<file path="config.mk">
export PLATFORM = sky130hd
export DESIGN_NAME = integer_to_ascii_formatter
export DESIGN_NICKNAME = d
export VERILOG_FILES = /design/src/hdl/i2a_pkg.sv /design/src/hdl/i2a_conv.sv /design/src/hdl/i2a_emit.sv /design/src/hdl/integer_to_ascii_formatter.sv
export VERILOG_INCLUDE_DIRS = /design/src /design/src/hdl
export SDC_FILE = /design/constraint.sdc
export NUM_CORES = 1
export LEC_CHECK = 0
export ABC_AREA = 1
export BUFFER_PORTS_ARGS = -buffer_cell sky130_fd_sc_hd__buf_2
export CORE_MARGIN = 2
export CORE_UTILIZATION = 40
export DETAILED_ROUTE_END_ITERATION = 10
export PLACE_DENSITY_LB_ADDON = 0.1
export SLEW_MARGIN = 20
export SYNTH_ARGS = -nofsm -noshare
export SYNTH_HDL_FRONTEND = slang
export SYNTH_SLANG_ARGS = --single-unit
export TNS_END_PERCENT = 5
</file>
<file path="constraint.sdc">
create_clock -name clk -period 7.9 [get_ports clk]
set_input_delay 0 -clock clk [delete_from_list [all_inputs] [get_ports clk]]
set_output_delay 0 -clock clk [all_outputs]
set_load 0.005 [all_outputs]
</file>
<file path="src/hdl/assert_macros.svh">
`ifndef ASSERT_MACROS_SVH
`define ASSERT_MACROS_SVH

// Same-cycle implication, sampled on the rising edge, off during reset.
`define ASSERT_NOW(label, clk, rst_n, ante, cons) \
    label: assert property (@(posedge clk) disable iff (!rst_n) (ante) |-> (cons)) \
        else $error("assertion failed: same-cycle rule");

// Next-cycle implication, sampled on the rising edge, off during reset.
`define ASSERT_NEXT(label, clk, rst_n, ante, cons) \
    label: assert property (@(posedge clk) disable iff (!rst_n) (ante) |=> (cons)) \
        else $error("assertion failed: next-cycle rule");

`endif

</file>
<file path="src/hdl/i2a_pkg.sv">
package i2a_pkg;

    // Mode codes
    localparam logic [2:0] MODE_SDEC  = 3'd0;
    localparam logic [2:0] MODE_UDEC  = 3'd1;
    localparam logic [2:0] MODE_PTR   = 3'd2;
    localparam logic [2:0] MODE_LHEX  = 3'd3;
    localparam logic [2:0] MODE_UHEX  = 3'd4;

    // Sizes
    localparam int DIG_W        = 64;   // digit register, 16 nibbles, top aligned
    localparam int NDIG_W       = 5;    // holds 1..16
    localparam int DEC_DIGITS   = 10;
    localparam int HEX32_DIGITS = 8;
    localparam int HEX64_DIGITS = 16;
    localparam int DABBLE_STEPS = 32;
    localparam int STEP_W       = 5;

    // ASCII codes
    localparam logic [6:0] CH_ZERO  = 7'h30;
    localparam logic [6:0] CH_MINUS = 7'h2D;
    localparam logic [6:0] CH_X     = 7'h78;
    localparam logic [6:0] CH_LA    = 7'h61;
    localparam logic [6:0] CH_UA    = 7'h41;

    typedef enum logic [1:0] {
        PFX_NONE  = 2'd0,
        PFX_MINUS = 2'd1,
        PFX_HEX   = 2'd2
    } prefix_t;

    // Converted number handed from converter to emitter
    typedef struct packed {
        logic [DIG_W-1:0]  digits;
        logic [NDIG_W-1:0] ndig;
        prefix_t           prefix;
        logic              upper;
    } job_t;

    // Nibble to ASCII digit
    function automatic logic [6:0] nib2char(input logic [3:0] nib, input logic upper);
        logic [6:0] base;
        begin
            base = upper ? CH_UA : CH_LA;
            if (nib < 4'd10)
                nib2char = CH_ZERO + {3'd0, nib};
            else
                nib2char = base + {3'd0, nib - 4'd10};
        end
    endfunction

endpackage

</file>
<file path="src/hdl/i2a_conv.sv">
module i2a_conv (
    input  logic           clk,
    input  logic           rst_n,
    input  logic           in_valid,
    output logic           in_stall,
    input  logic [2:0]     mode,
    input  logic [63:0]    value,
    output logic           job_valid,
    input  logic           job_take,
    output i2a_pkg::job_t  job
);

    typedef enum logic [3:0] {
        C_IDLE   = 4'b0001,
        C_DABBLE = 4'b0010,
        C_STRIP  = 4'b0100,
        C_DONE   = 4'b1000
    } conv_state_t;

    conv_state_t                    state_reg, state_next;
    logic [i2a_pkg::DIG_W-1:0]      digits_reg, digits_next;
    logic [i2a_pkg::NDIG_W-1:0]     ndig_reg, ndig_next;
    logic [31:0]                    sh_reg, sh_next;
    logic [i2a_pkg::STEP_W-1:0]     step_reg, step_next;
    i2a_pkg::prefix_t               prefix_reg, prefix_next;
    logic                           upper_reg, upper_next;

    logic [4*i2a_pkg::DEC_DIGITS-1:0] bcd_adj;
    logic [31:0]                      low;
    logic                             accept;

    assign low      = value[31:0];
    assign in_stall = (state_reg != C_IDLE);
    assign accept   = in_valid && !in_stall;

    // Add-3 on every BCD digit of five or more before the shift
    always_comb
    begin
        for (int i = 0; i < i2a_pkg::DEC_DIGITS; i++)
        begin
            if (digits_reg[i2a_pkg::DIG_W-4*i2a_pkg::DEC_DIGITS+4*i +: 4] >= 4'd5)
                bcd_adj[4*i +: 4] =
                    digits_reg[i2a_pkg::DIG_W-4*i2a_pkg::DEC_DIGITS+4*i +: 4] + 4'd3;
            else
                bcd_adj[4*i +: 4] =
                    digits_reg[i2a_pkg::DIG_W-4*i2a_pkg::DEC_DIGITS+4*i +: 4];
        end
    end

    // Sequencer: load, shift-add-3 (decimal only), strip leading zeros, hand off
    always_comb
    begin
        state_next  = state_reg;
        digits_next = digits_reg;
        ndig_next   = ndig_reg;
        sh_next     = sh_reg;
        step_next   = step_reg;
        prefix_next = prefix_reg;
        upper_next  = upper_reg;
        unique case (state_reg)
            C_IDLE:
            begin
                if (accept)
                begin
                    step_next   = '0;
                    upper_next  = 1'b0;
                    prefix_next = i2a_pkg::PFX_NONE;
                    unique case (mode) inside
                        i2a_pkg::MODE_SDEC:
                        begin
                            digits_next = '0;
                            if (low[31])
                            begin
                                prefix_next = i2a_pkg::PFX_MINUS;
                                sh_next     = ~low + 32'd1;
                            end
                            else
                                sh_next = low;
                            state_next = C_DABBLE;
                        end
                        i2a_pkg::MODE_UDEC:
                        begin
                            digits_next = '0;
                            sh_next     = low;
                            state_next  = C_DABBLE;
                        end
                        i2a_pkg::MODE_PTR:
                        begin
                            digits_next = value;
                            ndig_next   = i2a_pkg::NDIG_W'(i2a_pkg::HEX64_DIGITS);
                            prefix_next = i2a_pkg::PFX_HEX;
                            state_next  = C_STRIP;
                        end
                        i2a_pkg::MODE_LHEX, i2a_pkg::MODE_UHEX:
                        begin
                            digits_next = {low, 32'd0};
                            ndig_next   = i2a_pkg::NDIG_W'(i2a_pkg::HEX32_DIGITS);
                            upper_next  = (mode == i2a_pkg::MODE_UHEX);
                            state_next  = C_STRIP;
                        end
                        default:
                            state_next = C_IDLE;   // undefined mode: dropped
                    endcase
                end
            end
            C_DABBLE:
            begin
                digits_next[i2a_pkg::DIG_W-1 -: 4*i2a_pkg::DEC_DIGITS] =
                    {bcd_adj[4*i2a_pkg::DEC_DIGITS-2:0], sh_reg[31]};
                sh_next   = {sh_reg[30:0], 1'b0};
                step_next = step_reg + 1'b1;
                if (step_reg == i2a_pkg::STEP_W'(i2a_pkg::DABBLE_STEPS - 1))
                begin
                    ndig_next  = i2a_pkg::NDIG_W'(i2a_pkg::DEC_DIGITS);
                    state_next = C_STRIP;
                end
            end
            C_STRIP:
            begin
                if (ndig_reg > i2a_pkg::NDIG_W'(1)
                    && digits_reg[i2a_pkg::DIG_W-1 -: 4] == 4'd0)
                begin
                    digits_next = {digits_reg[i2a_pkg::DIG_W-5:0], 4'd0};
                    ndig_next   = ndig_reg - 1'b1;
                end
                else
                    state_next = C_DONE;
            end
            C_DONE:
            begin
                if (job_take)
                    state_next = C_IDLE;
            end
            default:
                state_next = C_IDLE;
        endcase
    end

    always_ff @(posedge clk or negedge rst_n)
    begin
        if (!rst_n)
            state_reg <= C_IDLE;
        else
            state_reg <= state_next;
    end

    always_ff @(posedge clk)
    begin
        digits_reg <= digits_next;
        ndig_reg   <= ndig_next;
        sh_reg     <= sh_next;
        step_reg   <= step_next;
        prefix_reg <= prefix_next;
        upper_reg  <= upper_next;
    end

    assign job_valid  = (state_reg == C_DONE);
    assign job.digits = digits_reg;
    assign job.ndig   = ndig_reg;
    assign job.prefix = prefix_reg;
    assign job.upper  = upper_reg;

endmodule

</file>
<file path="src/hdl/i2a_emit.sv">
module i2a_emit (
    input  logic           clk,
    input  logic           rst_n,
    input  logic           job_valid,
    output logic           job_take,
    input  i2a_pkg::job_t  job,
    output logic           out_valid,
    input  logic           out_stall,
    output logic [6:0]     character,
    output logic           last
);

    typedef enum logic [3:0] {
        E_IDLE = 4'b0001,
        E_PFX  = 4'b0010,
        E_X    = 4'b0100,
        E_DIG  = 4'b1000
    } emit_state_t;

    emit_state_t                state_reg, state_next;
    logic [i2a_pkg::DIG_W-1:0]  dig_reg, dig_next;
    logic [i2a_pkg::NDIG_W-1:0] ndig_reg, ndig_next;
    i2a_pkg::prefix_t           prefix_reg, prefix_next;
    logic                       upper_reg, upper_next;
    logic                       ovalid_reg, ovalid_next;
    logic [6:0]                 char_reg, char_next;
    logic                       last_reg, last_next;
    logic                       advance;

    // Output register may load when empty or being taken
    assign advance  = !ovalid_reg || !out_stall;
    assign job_take = (state_reg == E_IDLE) && job_valid;

    always_comb
    begin
        state_next  = state_reg;
        dig_next    = dig_reg;
        ndig_next   = ndig_reg;
        prefix_next = prefix_reg;
        upper_next  = upper_reg;
        ovalid_next = ovalid_reg;
        char_next   = char_reg;
        last_next   = last_reg;
        if (advance)
            ovalid_next = 1'b0;
        unique case (state_reg)
            E_IDLE:
            begin
                if (job_valid)
                begin
                    dig_next    = job.digits;
                    ndig_next   = job.ndig;
                    prefix_next = job.prefix;
                    upper_next  = job.upper;
                    state_next  = (job.prefix == i2a_pkg::PFX_NONE) ? E_DIG : E_PFX;
                end
            end
            E_PFX:
            begin
                if (advance)
                begin
                    ovalid_next = 1'b1;
                    last_next   = 1'b0;
                    if (prefix_reg == i2a_pkg::PFX_MINUS)
                    begin
                        char_next  = i2a_pkg::CH_MINUS;
                        state_next = E_DIG;
                    end
                    else
                    begin
                        char_next  = i2a_pkg::CH_ZERO;
                        state_next = E_X;
                    end
                end
            end
            E_X:
            begin
                if (advance)
                begin
                    ovalid_next = 1'b1;
                    last_next   = 1'b0;
                    char_next   = i2a_pkg::CH_X;
                    state_next  = E_DIG;
                end
            end
            E_DIG:
            begin
                if (advance)
                begin
                    ovalid_next = 1'b1;
                    char_next   = i2a_pkg::nib2char(dig_reg[i2a_pkg::DIG_W-1 -: 4], upper_reg);
                    last_next   = (ndig_reg == i2a_pkg::NDIG_W'(1));
                    dig_next    = {dig_reg[i2a_pkg::DIG_W-5:0], 4'd0};
                    ndig_next   = ndig_reg - 1'b1;
                    if (ndig_reg == i2a_pkg::NDIG_W'(1))
                        state_next = E_IDLE;
                end
            end
            default:
                state_next = E_IDLE;
        endcase
    end

    always_ff @(posedge clk or negedge rst_n)
    begin
        if (!rst_n)
        begin
            state_reg  <= E_IDLE;
            ovalid_reg <= 1'b0;
        end
        else
        begin
            state_reg  <= state_next;
            ovalid_reg <= ovalid_next;
        end
    end

    always_ff @(posedge clk)
    begin
        dig_reg    <= dig_next;
        ndig_reg   <= ndig_next;
        prefix_reg <= prefix_next;
        upper_reg  <= upper_next;
        char_reg   <= char_next;
        last_reg   <= last_next;
    end

    assign out_valid = ovalid_reg;
    assign character = char_reg;
    assign last      = last_reg;

endmodule

</file>
<file path="src/hdl/integer_to_ascii_formatter.sv">
// Channel   Direction  Handshake             Fields
// input     in         in_valid / in_stall   mode[2:0], value[63:0]
// output    out        out_valid / out_stall character[6:0], last
//
// Decimal: accepted, run through the shift-add-3 loop, stripped of leading zeros, handed
// off. Hex: accepted, stripped of leading zeros from 8 (32-bit) or 16 (pointer) digits,
// handed off. Characters leave one per cycle while out_stall is low, overlapped with the
// next conversion; decimal requests are paced by the double-dabble loop, hex requests by
// the emitter. Reset clears both sequencers and the output valid. out_stall holds the
// output register; in_stall is high while the converter is busy.
`include "assert_macros.svh"

module integer_to_ascii_formatter (
    input  logic        clk,
    input  logic        rst_n,
    input  logic        in_valid,
    output logic        in_stall,
    input  logic [2:0]  mode,
    input  logic [63:0] value,
    output logic        out_valid,
    input  logic        out_stall,
    output logic [6:0]  character,
    output logic        last
);

    i2a_pkg::job_t job;
    logic          job_valid;
    logic          job_take;

    // Serial converter
    i2a_conv u_conv (
        .clk       (clk),
        .rst_n     (rst_n),
        .in_valid  (in_valid),
        .in_stall  (in_stall),
        .mode      (mode),
        .value     (value),
        .job_valid (job_valid),
        .job_take  (job_take),
        .job       (job)
    );

    // Character emitter with output register
    i2a_emit u_emit (
        .clk       (clk),
        .rst_n     (rst_n),
        .job_valid (job_valid),
        .job_take  (job_take),
        .job       (job),
        .out_valid (out_valid),
        .out_stall (out_stall),
        .character (character),
        .last      (last)
    );

    // A finished number waiting for the emitter blocks new requests
    `ASSERT_NOW(a_wait_stalls, clk, rst_n, job_valid, in_stall)
    // Converter frees itself right after handoff
    `ASSERT_NEXT(a_take_frees, clk, rst_n, job_take, !job_valid)
    // A handed-off number has at least one digit
    `ASSERT_NOW(a_ndig_nonzero, clk, rst_n, job_valid, job.ndig != 5'd0)
    // Emitted characters are never NUL
    `ASSERT_NOW(a_char_nonnul, clk, rst_n, out_valid, character != 7'd0)

endmodule

</file>
## Word-level counts from Yosys, hierarchy flattened

Cells that the tools add are included.
W data, S select, Z words.

| storage, ports and cells | value |
|---|---|
| register bits after elaboration | 198 |
| input bits | 71 |
| output and inout bits | 10 |
| word-level logic and storage cells | 170 |

| operators by class | value |
|---|---|
| add/sub/neg operators | 17 |
| $lt $le $gt $ge | 12 |
| equal/unequal tests | 30 |
| muxes and demuxes | 61 |
| bitwise gates (word level) | 1 |
| reductions and logical operators | 33 |

Operator list:

| operator | number |
|---|---|
| $mux W64 | 4 |
| $pmux W64 S3 | 1 |
| $pmux W32 S2 | 2 |
| $pmux W64 S2 | 1 |
| $pmux W40 S3 | 1 |
| $mux W4 | 20 |
| $mux W32 | 2 |
| $pmux W24 S2 | 1 |
| $ge A4 B3 Y1 const B | 10 |
| $add A4 B2 Y4 const B | 9 |
| $mux W5 | 7 |
| $add A32 B1 Y32 const B | 1 |
| $not A32 Y32 | 1 |
| $pmux W4 S4 | 2 |
| $pmux W5 S2 | 3 |
| $mux W7 | 4 |
| $pmux W7 S3 | 1 |
| $ne A2 B1 Y1 const B | 9 |
| $reduce_and A4 Y1 | 4 |
| $pmux W5 S3 | 1 |
| $reduce_and A5 Y1 | 2 |
| $sub A5 B1 Y5 const B | 2 |
| $reduce_and A3 Y1 | 3 |
| $eq A4 B1 Y1 const B | 2 |
| 38 further kinds | 61 |

## Logic depth before layout (Yosys ltp)

| depth | value |
|---|---|
| depth in word-level cells | 6 |
| mapped depth | 11 |
| depth with buffers taken out | 10 |

## Hierarchy

Synthesis repeated with hierarchy kept, for this count alone.

| second synthesis, totals | value |
|---|---|
| cells, all modules | 1,297 |
| area total of the unflattened synthesis | 11,228.3 sq um |

Modules (own cells, without submodules):

| module | times used | cells an instance | area each (sq um) | sequential area each (sq um) |
|---|---|---|---|---|
| i2a_conv | 1 | 905 | 7,318.3 | 3,374.5 |
| i2a_emit | 1 | 392 | 3,910.0 | 2,528.7 |

## Worst setup path after synthesis

Ideal clock, no wire load.

| timing path | value |
|---|---|
| path type | register -> register |
| start | register u_emit.state_reg[1] |
| end | register u_emit.dig_reg[0] (netlist name), enable pin |
| setup time | 520 ps |
| arrival time | 4,410 ps |
| data required time | 7,380 ps |
| slack | 2,970 ps |
| stages on the path, launching flop included | 7 |
| buffers on the path | 1 |
| period minus slack after synthesis | 4,930 ps |
| cells stage by stage | dfrtp_1 -> inv_1 -> nand2_1 -> nor2_1 -> inv_1 -> clkbuf_1 -> o22ai_1 |

| on the way | value |
|---|---|
| longest elaborated chain between the ends | 3 |
| elaborated cells on any way between the ends | 6 |
| classes of those cells | 4 x eq/ne; 2 x reduce/logical |

RTL lines:

| what | line | source |
|---|---|---|
| start: declaration | i2a_emit.sv:20 | `emit_state_t state_reg, state_next;` |
| start signal: assignment | i2a_emit.sv:113 | `state_reg <= state_next;` |
| $eq A4 B1 Y1 / $eq A4 B4 Y1 (equally long branches) | i2a_emit.sv:46 | `unique case (state_reg)` |
| $ne A2 B1 Y1 (no line) / $reduce_bool A2 Y1 (equally long branches) | - |  |
| $reduce_and A3 Y1 (no line) * | - |  |
| end signal: assignment | i2a_emit.sv:120 | `dig_reg <= dig_next;` |
| end: declaration | i2a_emit.sv:21 | `logic [i2a_pkg::DIG_W-1:0] dig_reg, dig_next;` |

Every way passes the cells marked *; elsewhere a longest branch is shown, timed or not.
A chain may end at the register's enable or synchronous reset.

## Final worst setup path

| timing path | value |
|---|---|
| start | register u_emit.state_reg[1] |
| end | register u_emit.dig_reg[19] (netlist name), enable pin |

The elaborated chain is that of the path after synthesis.

==> impl_metrics.tcl <==
set metrics [dict create \
    status "finished clean" \
    cpMaxStageDelayCell "buf_4" \
    critical_path_required_ps 7960 \
    start_kind "register" \
    crit_type "register to register" \
    dieArea_sq_um 28900 \
    num_vias 8980 \
    post-synth-top-count-cell "nand2_1" \
    tightest_slew_ps 1020 \
    track_usage_pct 21.8 \
    finalSetupViolCount 0 \
    synth_area_per_cell_sq_um 9.08 \
    dp_cells 1596 \
    cpMostUsedCell "inv_1" \
    whs_path_depth 3 \
    syn_area_sq_um 11000 \
    cts_tree "yes" \
    clockPowerShare_pct 21.7 \
    wl_per_cell_microns 18.3 \
    fp-row-count 60 \
    whs_ps 16.5 \
    die_h_microns 170 \
    dp_hpwl_microns 21600 \
    io-pin-count 81 \
    grt_max_degree 124 \
    first_pass_iters 8 \
    netlist_instances 1213 \
    drive_gt1_share_pct 12.4 \
    netlist.area_leader.share_pct 51.6 \
    finalHoldViolCount 0 \
    cp_num_buf_inv 4 \
    internal_power_uw 2520 \
    timing.setup.tns_ps 0 \
    yosys_register_bits 198 \
    ys_seq_area_share_pct 53.6 \
    fin_crit_ps 3250 \
    hold_class "primary input to register" \
    clk_pin_slew_ps 80 \
    worst_ir_drop_vdd_mv 0.162 \
    clockRootBuffer "clkbuf_16" \
    fin_cells 1693 \
    path_cells "inv_1, nand2_1, nor2_4, buf_6, inv_1, o22ai_4, buf_4" \
    worstSetupPathDepth 7 \
    power_frac_seq_pct 45.7 \
    slew_headroom_pct 32.2 \
    num-nets-final 1441 \
    path_max_fanout 123 \
    p_leak_uw 0.00523 \
    cp_slowest_stage_delay_ps 740 \
    grt_pass1_wl_microns 47700 \
    synth_edf_count 189 \
    diodes 0 \
    die_x_microns 170 \
    synthTopCellsByArea "edfxtp_1, nand2_1, o21ai_0, inv_1, nand3_1" \
    htreeDepth 4 \
    synthesis.nets 1315 \
    cts_setup_buffers 0 \
    initial_utilization_pct 40.8 \
    clk_latency_ps 440 \
    core_area_sq_um 27000 \
    powerDensity_nw_per_um2 317 \
    areaGrowthSynthToFinish_pct 17.5 \
    yosysTopAreaCell "edfxtp_1" \
    ys_types 41 \
    grt_antenna_before_repair 0 \
    combPwrFrac_pct 32.7 \
    power.switching_uw 1570 \
    async_reset_ff_share_pct 4.55 \
    drt-total-wl_microns 30900 \
    slew_viol_final 0 \
    fin_skew_ps 14.4 \
    crit_arrival_ps 3310 \
    portBuffers 80 \
    cp-end-kind "register" \
    fillers 2567 \
    vias_per_cell 5.30 \
    grt_pass1_vias 8623 \
    ctsLongestPathBuffers 2 \
    place_congestion 0.860 \
    synthTopCellsByCount "nand2_1, edfxtp_1, o21ai_0" \
    ant_nets 0 \
    cts_num_sinks 198 \
    rsz0062_at_grt "false" \
    power.share.switching_pct 38.4 \
    numCtsBuffers 17 \
    drtIter0Drc 793 \
    fmaxAchievable_mhz 307 \
    reg2reg_depth 7 \
    ys.flop_type "edfxtp_1" \
    drcViolationCount 0 \
    yosysWarnings 0 \
    path_delay_family "buffers and inverters" \
    grt_overflow_total 0 \
    fin_crit_sh_pct 41.2 \
    maxCapViolCount 0 \
]
[cell usage in the layout (no fill, tap or decap), types with 10 or more instances in the layout]
master / netlist / routed
o211ai_1: 15 / 15
a21oi_1: 40 / 39
o211ai_2: 10 / 10
dlygate4sd3_1: 0 / 65
nand4_1: 16 / 16
nand3_1: 89 / 89
edfxtp_1: 189 / 189
a22oi_1: 27 / 27
xor2_1: 15 / 15
nor2_1: 79 / 77
o21ai_0: 142 / 142
nor3_1: 17 / 17
inv_1: 135 / 135
ha_1: 31 / 31
clkbuf_16: 0 / 17
nand2_1: 294 / 294
buf_2: 20 / 80
[power groups by stage]
stage | clock [uW] | combinational, uW | sequential (uW)
after floorplan | 0 | 935 | 1840
final | 887 | 1340 | 1870
after CTS | 905 | 1350 | 1870
after global routing | 936 | 1520 | 1910
after detailed placement | 0 | 1310 | 1890
after global placement | 0 | 1290 | 1890
[stage by stage]
| stage | power (uW) | utilization [%] | worst slack [ps] | instance area [sq um] |
|---|---|---|---|---|
| 2_1_floorplan | 2770 | - | 2970 | 11000 |
| 3_3_place_gp | 3180 | 43.4 | 4270 | 11700 |
| 3_5_place_dp | 3200 | 43.4 | 4210 | 11700 |
| 4_1_cts | 4130 | 48.0 | 4160 | 12900 |
| 5_1_grt | 4370 | 48.0 | 4310 | 12900 |
| 6_report | 4100 | 48.0 | 4650 | 12900 |
[final timing paths]
kind | endpoint | slack, ps | startpoint
max in group asynchronous | u_conv.state_reg[2] | 7010 | rst_n
min reg2reg | u_emit.upper_reg | 430 | u_conv.upper_reg
max | u_emit.dig_reg[19] | 4650 | u_emit.state_reg[1]
max reg2reg | u_emit.dig_reg[19] | 4650 | u_emit.state_reg[1]
min | u_conv.digits_reg[16] | 20 | value[16]
min in group asynchronous | u_emit.state_reg[0] | 60 | rst_n
[routing by layer]
layer / wire length (microns) / track usage, % / part of all wire, %
met1: 14300 / 30.9 / 46
met2: 14700 / 35.8 / 47
met3: 1600 / 2.81 / 5.2
met4: 329 / 5.17 / 1.1
met5: 0 / 0 / 0
[repair_timing]
item | CTS | global route
hold buffers | 65 | 0
endpoints found under the hold margin | 71 | 0
resized for setup | 0 | 0
[worst reg2reg max path, cell delays in order (launching register included)]
cell,delay (ps)
dfrtp_1,380
inv_1,90
nand2_1,100
nor2_4,90
buf_6,560
inv_1,620
o22ai_4,220
buf_4,740
[final cells by class]
cell class | count | area [sq um] | area share, %
inverters | 142 | 533 | 4.12
multi-input cells | 827 | 4370 | 33.8
repair buffers | 153 | 1110 | 8.62
clock inverters | 15 | 164 | 1.27
clock buffers | 17 | 425 | 3.29
flip-flops and latches | 198 | 5900 | 45.6
well taps | 341 | 427 | 3.30
[kinds of logic after synthesis]
family	synth area share, %
and+or+nand+nor	20.7
xor gates and xnor gates	1.51
DFF	53.6
AOI/OAI and AO/OA	13.6
buffers and inverters	7.01
adders and majority gates	3.52
Note: power is estimated with default switching activity, not from simulation.
